--- config.mk ---
export PLATFORM = sky130hd
export DESIGN_NAME = nca_lane
export DESIGN_NICKNAME = d
export VERILOG_FILES = /design/src/sv/nca_pkg.sv /design/src/sv/nca_lane.sv
export SDC_FILE = /design/constraint.sdc
export NUM_CORES = 2
export LEC_CHECK = 0
export BUFFER_PORTS_ARGS = -buffer_cell sky130_fd_sc_hd__buf_2
export CORE_MARGIN = 2
export CORE_UTILIZATION = 35
export CTS_CLUSTER_DIAMETER = 120
export DETAILED_ROUTE_END_ITERATION = 6
export GPL_TIMING_DRIVEN = 0
export PLACE_DENSITY_LB_ADDON = 0.2
export SLEW_MARGIN = 40
export SYNTH_ARGS = -nofsm -noshare
export SYNTH_HDL_FRONTEND = slang
export SYNTH_SLANG_ARGS = --single-unit
--- constraint.sdc ---
create_clock -name clk -period 8.45 [get_ports clk]
set_clock_uncertainty 0.15 [all_clocks]
set_input_delay 0.4225 -clock clk [delete_from_list [all_inputs] [get_ports clk]]
set_output_delay 0.4225 -clock clk [all_outputs]
set_load 0.01 [all_outputs]
--- src/sv/nca_pkg.sv ---
// Package for the nearest-centre assignment unit.
// Holds sizes, derived widths, item and register codes, and shared types.
// No dependencies.
package nca_pkg;

	// Sizing
	localparam int MAX_CENTERS = 8;
	localparam int DIMS        = 4;
	localparam int COORD_BITS  = 16;

	// Fixed field widths of the channels and registers
	localparam int IN_COORDS  = 4;
	localparam int IN_W       = 16;
	localparam int KIND_W     = 2;
	localparam int SLOT_W     = 3;
	localparam int IDX_OUT_W  = 3;
	localparam int MIN_OUT_W  = 34;
	localparam int COST_W     = 64;
	localparam int CENTERS_W  = 4;
	localparam int DIMSREG_W  = 3;
	localparam int CFG_IDX_W  = 1;
	localparam int CFG_DATA_W = 4;

	// Derived widths
	localparam int LOG_C  = (MAX_CENTERS > 1) ? $clog2(MAX_CENTERS) : 1;
	localparam int POW    = 1 << LOG_C;
	localparam int CIDX_W = LOG_C;
	localparam int SQ_W   = 2 * COORD_BITS;
	localparam int SUM_W  = SQ_W + ((DIMS > 1) ? $clog2(DIMS) : 0);
	localparam int DIST_W = (SUM_W > COST_W) ? COST_W : SUM_W;
	// accept -> lane stages (3) -> compare tree (LOG_C)
	localparam int LAT    = 3 + LOG_C;
	localparam int CNT_W  = $clog2(LAT + 1);

	typedef logic signed [COORD_BITS-1:0] coord_t;
	typedef coord_t [DIMS-1:0] vec_t;
	typedef logic [DIST_W-1:0] dist_t;

	typedef struct packed {
		logic              used;
		logic [CIDX_W-1:0] idx;
		dist_t             sq_d;
	} cand_t;

	typedef enum logic [KIND_W-1:0] {
		KIND_LOAD  = 2'd0,
		KIND_POINT = 2'd1,
		KIND_CLEAR = 2'd2
	} kind_t;

	typedef enum logic [CFG_IDX_W-1:0] {
		REG_CENTERS = 1'd0,
		REG_DIMS    = 1'd1
	} reg_idx_t;

	// Read an input field as a COORD_BITS-wide two's complement value
	function automatic coord_t to_coord(input logic [IN_W-1:0] raw);
		logic [COORD_BITS+IN_W-1:0] ext;
		ext = {{COORD_BITS{1'b0}}, raw};
		return coord_t'(ext[COORD_BITS-1:0]);
	endfunction

endpackage

--- src/sv/nca_lane.sv ---
// One distance lane: squared Euclidean distance of a point to one centre.
// Three register stages: magnitude, square, saturating sum. Depends on nca_pkg.
module nca_lane (
	input  logic          clk,
	input  nca_pkg::vec_t point,
	input  nca_pkg::vec_t center,
	input  logic [nca_pkg::DIMS-1:0] dim_use,
	output nca_pkg::dist_t sq_out
);
	import nca_pkg::*;

	logic [COORD_BITS-1:0] mag_s1 [DIMS];
	logic [SQ_W-1:0]       sq_s2  [DIMS];
	logic [SUM_W-1:0]      sum;
	dist_t                 dist_s3;

	// Take absolute differences, zeroing unused coordinates
	for (genvar d = 0; d < DIMS; d++) begin : g_dim
		logic signed [COORD_BITS:0] diff;
		logic signed [COORD_BITS:0] neg;
		assign diff = {point[d][COORD_BITS-1], point[d]} - {center[d][COORD_BITS-1], center[d]};
		assign neg  = -diff;
		always_ff @(posedge clk) begin
			if (!dim_use[d]) begin
				mag_s1[d] <= '0;
			end else if (diff[COORD_BITS]) begin
				mag_s1[d] <= neg[COORD_BITS-1:0];
			end else begin
				mag_s1[d] <= diff[COORD_BITS-1:0];
			end
		end

		// Square each magnitude
		always_ff @(posedge clk) begin
			sq_s2[d] <= mag_s1[d] * mag_s1[d];
		end
	end

	// Add the squares
	always_comb begin
		sum = '0;
		for (int d = 0; d < DIMS; d++) begin
			sum = sum + SUM_W'(sq_s2[d]);
		end
	end

	// Saturate to the cost width where the sum can exceed it
	if (SUM_W > COST_W) begin : g_sat
		always_ff @(posedge clk) begin
			dist_s3 <= (|sum[SUM_W-1:COST_W]) ? '1 : sum[COST_W-1:0];
		end
	end else begin : g_nosat
		always_ff @(posedge clk) begin
			dist_s3 <= sum;
		end
	end

	assign sq_out = dist_s3;

endmodule

Word-level counts from Yosys, hierarchy flattened
Memory sizes are Yosys's and may differ from the RTL's. Cells that the tools add are included.

Multiplexer cells: 36. Bitwise operators: 8. Multipliers: 4. $add $sub $neg: 11.

Operator list (number): $mul 16x16->32 (4); $mux 16 (8); $sub 16x16->17 (4); $neg 16->16 (4); $add 33x32->34 (1); $add 34x32->34 (1); $add 32x32->33 (1); $mux 1 (28); $or 1x1->1 (8).

Word-level logic and storage cells: 62. Memories kept: 2. Input bits: 133. Register bits after elaboration: 34. Bits in writable memories: 192.

Memories: sq_s2 (depth 4, bits a word 32, read ports 4, clocked after memory_dff 0, wr ports 4, line nca_lane.sv:13) `logic [SQ_W-1:0] sq_s2 [DIMS];`; mag_s1 (depth 4, bits a word 16, read ports 4, clocked after memory_dff 0, wr ports 4, line nca_lane.sv:12) `logic [COORD_BITS-1:0] mag_s1 [DIMS];`.

Logic depth before layout (Yosys ltp)
Word-level depth: 6. Gate-level depth with buffers: 26. Depth with buffers taken out: 25.

Worst setup path before layout
OpenSTA, ideal clock, no wires.

Kind: register to register. Start point: mem mag_s1[2][1]. End point: mem sq_s2[2][30] (netlist name). Period minus slack after synthesis: 6.483 ns. Buffers on the path: 2. Slack: 1.967 ns. Arrival: 6.260 ns. Stages on the path, launching flop included: 26. Required time: 8.228 ns. Cell sequence: edfxtp_1 -> clkbuf_1 -> clkbuf_1 -> and2_1 -> fa_1 -> inv_1 -> fa_1 -> inv_1 -> fa_1 -> inv_1 -> fa_1 -> inv_1 -> fa_1 -> inv_1 -> fa_1 -> inv_1 -> ha_1 -> and4_1 -> a221o_1 -> a31oi_1 -> o2111ai_1 -> a31oi_1 -> nor2b_1 -> o21a_1 -> o41ai_1 -> xnor2_1.

RTL lines (line): start, declared (nca_lane.sv:12); end, declared (nca_lane.sv:13).

==> out/results.md <==
| Quantity | This run | Unit |
| --- | --- | --- |
| Antenna violations before repair | 6 | - |
| WL/cell | 15.9 | um |
| Final #Nets | 6109 | - |
| TritonCTS clock tree | built | - |
| Boundary pin count | 167 | - |
| Number of synthesized register bits | 222 | - |
| Area growth from synthesis to layout | 9.63 | % |
| Setup repair after global routing missed its margin | false | - |
| Total setup buffers inserted after CTS | 0 | - |
| Total clock sinks | 222 | - |
| Required time at the endpoint of the critical path | 8.72 | ns |
| Highest achievable clock rate | 127 | MHz |
| Biggest area contributors in the synthesized netlist | sky130_fd_sc_hd__fa_1, sky130_fd_sc_hd__ha_1, sky130_fd_sc_hd__inv_1 | - |
| List of most frequent post-synthesis cells | sky130_fd_sc_hd__inv_1, sky130_fd_sc_hd__fa_1, sky130_fd_sc_hd__ha_1 | - |
| Mapped Area | 41300 | sq um |
| Fraction of post-synthesis cell area in the top cell type by area | 34.6 | % |
| Floorplan die width | 347 | um |
| Synthesized area per cell | 9.18 | sq um |
| Global-route wire length before repair | 164 | mm |
| Clock slew at reported path FFs | 0.06 | ns |
| Hold-fix buffers at CTS | 0 | - |
| Die Span Y | 347 | um |
| Depth of the CTS H-tree | 1 | - |
| Setup CP Type | reg2reg | - |
| Iter 0 DRT Violations | 1360 | - |
| Post-Place Worst Slack | 0.545 | ns |
| Multi-input gate area | 31900 | sq um |
| Count of maximum capacitance violations | 0 | - |
| Measured slew at the worst slew-check pin | 0.881 | ns |
| Overall global routing resource usage | 17.0 | % |
| Detailed Place HPWL | 86.3 | mm |
| Clock latency reported for the late side of the worst-skew pair | 0.60 | ns |
| Register cell area after layout | 5080 | sq um |
| Total number of yosys warnings | 0 | - |
| Highest fanout seen on the critical path | 10 | - |
| Port Buf Inserts | 165 | - |
| Detailed-route DRC error count | 0 | - |
| Max Buffers Root-to-Sink | 3 | - |
| Grt ovf | 0 | - |
| Via count of the first global-routing pass | 31000 | - |
| CP arrival | 8.17 | ns |
| Total detailed-routing wirelength | 100 | mm |
| Final-report hold violation count | 0 | - |
| Accumulated negative setup slack | 0 | ns |
| HP Class | in2reg | - |
| Pre-Repair DR Iteration Count | 5 | - |
| Post-route clock period utilization | 93.4 | % |
| Post-synthesis sequential area ratio | 12.3 | % |
| Via-to-Cell Ratio | 4.68 | - |
| Die Area | 121000 | sq um |
| Netlist cell types | 72 | - |
| Placeable core region | 117000 | sq um |
| Starting utilization of the core area | 35.4 | % |
| Routed vias | 29500 | - |
| Row count | 125 | - |
| Minimum period implied by the final worst setup slack | 7.89 | ns |
| Total of fill cells in the finished design | 11900 | - |
| Number of routed nets with antenna violations | 0 | - |
| Final-layout worst hold slack | 0.0517 | ns |
| RD Place Congestion | 0.840 | - |
| Number of clock buffers inserted by TritonCTS | 29 | - |
| Final Setup Violations | 0 | - |
| EDFF count, synth | 64 | - |
| Pin count of the biggest net entering global routing | 15 | - |
| Share of final-layout standard cells stronger than drive strength 1 | 5.40 | % |
| Critical path endpoint category | register | - |
| Post-synth ARST share | 0 | % |
| Cell at the root of the clock tree | sky130_fd_sc_hd__clkbuf_16 | - |
| Startpoint class of the critical path | register | - |
| Outcome | finished, final reports clean | - |
| Quantity of gates resized following cts | 0 | - |
| Primary flip-flop cell chosen by synthesis mapping | sky130_fd_sc_hd__dfxtp_1 | - |
| Pins over their slew limit | 0 | - |
| Cell taking the most area after synthesis | sky130_fd_sc_hd__fa_1 | - |
| Slew Limit Headroom | 40.8 | % |
| Worst-case setup margin in the final layout | 0.558 | ns |
| Instance count of the mapped netlist | 4497 | - |
| Most used standard cell by instance count after synthesis | sky130_fd_sc_hd__inv_1 | - |
| Inserted Diodes | 0 | - |
==> state kept, by name, summed over array words and instances (netlist names) <==
signal and cells:
mag_s1 64, sq_out 34, sq_s2 124
==> logic make-up after synthesis <==
group                      Yosys count  share of synthesized area, %
and+or+nand+nor                   1003                          11.8
other                                2                        0.0182
adders and majority gates         1218                          49.9
xor gates and xnor gates           254                          5.39
DFF                                222                          12.3
muxes                               13                         0.330
AOI/OAI and AO/OA                  571                          9.18
buffers and inverters             1214                          11.0
==> per-layer routing <==
metal	up-vias	GRT usage (%)	routed length, um	part of all wire, %
met1	14700	23.4	46900	47
li1	14400	-	-	-
met2	374	29.3	48700	49
met3	89	1.47	2810	2.8
met5	-	0	0	0
met4	0	3.18	1850	1.8
==> placed cells by master, fill, tap and decap left out, types with 6 or more instances in the layout <==
master	n
sky130_fd_sc_hd__a21boi_0	16
sky130_fd_sc_hd__a211oi_1	17
sky130_fd_sc_hd__a311oi_1	6
sky130_fd_sc_hd__a21o_1	81
sky130_fd_sc_hd__dfxtp_1	158
sky130_fd_sc_hd__o21bai_1	34
sky130_fd_sc_hd__and2_1	214
sky130_fd_sc_hd__o211ai_1	14
sky130_fd_sc_hd__edfxtp_1	64
sky130_fd_sc_hd__nand2_1	368
sky130_fd_sc_hd__o31ai_1	15
sky130_fd_sc_hd__xor2_1	67
sky130_fd_sc_hd__ha_1	504
sky130_fd_sc_hd__clkbuf_1	100
sky130_fd_sc_hd__clkbuf_16	31
sky130_fd_sc_hd__nand4_1	13
sky130_fd_sc_hd__and3_1	25
sky130_fd_sc_hd__o21ai_0	94
sky130_fd_sc_hd__nor2_1	168
sky130_fd_sc_hd__fa_1	714
sky130_fd_sc_hd__mux2i_1	8
sky130_fd_sc_hd__a31oi_1	28
sky130_fd_sc_hd__a31o_2	15
sky130_fd_sc_hd__xnor2_1	187
sky130_fd_sc_hd__nand3_1	43
sky130_fd_sc_hd__nand2b_1	31
sky130_fd_sc_hd__or2_2	17
sky130_fd_sc_hd__o2111ai_1	9
sky130_fd_sc_hd__buf_2	165
sky130_fd_sc_hd__o21a_1	48
sky130_fd_sc_hd__a21oi_1	150
sky130_fd_sc_hd__inv_1	1115
sky130_fd_sc_hd__nor2b_1	48
sky130_fd_sc_hd__conb_1	67
sky130_fd_sc_hd__nor3_1	35
sky130_fd_sc_hd__or3_1	19
==> final timing paths <==
path	start	end	slack (ns)	cells after the start
hold reg to reg	sq_s2[0][0]	sq_out[0]	0.31	1
hold / removal	dim_use[1]	mag_s1[1][3]	0.05	2
setup reg to reg	mag_s1[2][14]	sq_s2[2][31]	0.56	23
setup / recovery	mag_s1[2][14]	sq_s2[2][31]	0.56	23
==> stage by stage <==
stage | cells | utilization (%) | area [sq um]
after floorplan | 4562 | - | 41500
after global placement | 6251 | 38.0 | 44300
after detailed placement | 6251 | 38.0 | 44300
after CTS | 6305 | 38.8 | 45300
after global routing | 6305 | 38.8 | 45300
final | 6305 | 38.8 | 45300
==> worst max-delay path, stage by stage, from the launching register on <==
cell	delay, ns
sky130_fd_sc_hd__edfxtp_1	0.32
sky130_fd_sc_hd__clkbuf_1	0.53
sky130_fd_sc_hd__clkbuf_1	0.58
sky130_fd_sc_hd__nand2_1	0.17
sky130_fd_sc_hd__fa_1	0.54
sky130_fd_sc_hd__fa_1	0.55
sky130_fd_sc_hd__inv_1	0.05
sky130_fd_sc_hd__fa_1	0.48
sky130_fd_sc_hd__fa_1	0.50
sky130_fd_sc_hd__fa_1	0.49
sky130_fd_sc_hd__inv_1	0.05
sky130_fd_sc_hd__fa_1	0.47
sky130_fd_sc_hd__inv_1	0.04
sky130_fd_sc_hd__ha_1	0.32
sky130_fd_sc_hd__a21oi_1	0.19
sky130_fd_sc_hd__o21a_1	0.15
sky130_fd_sc_hd__o21ai_0	0.07
sky130_fd_sc_hd__a221oi_1	0.36
sky130_fd_sc_hd__a21boi_0	0.27
sky130_fd_sc_hd__a211o_1	0.34
sky130_fd_sc_hd__a31o_2	0.24
sky130_fd_sc_hd__a21oi_1	0.22
sky130_fd_sc_hd__a21oi_1	0.11
sky130_fd_sc_hd__xnor2_1	0.53
==> area by class of cell <==
cell class,count,share of cell area (%)
inverters,1115,9.25
well taps,1524,4.21
flip-flops and latches,222,11.2
repair buffers,165,1.82
plain buffers,99,0.821
clock buffers,36,1.80
clock inverters,18,0.406
multi-input cells,3126,70.4
Power is left out: the tool's default activity adds up to more than one toggle a clock period on the data nets, which glitch-free logic cannot reach.
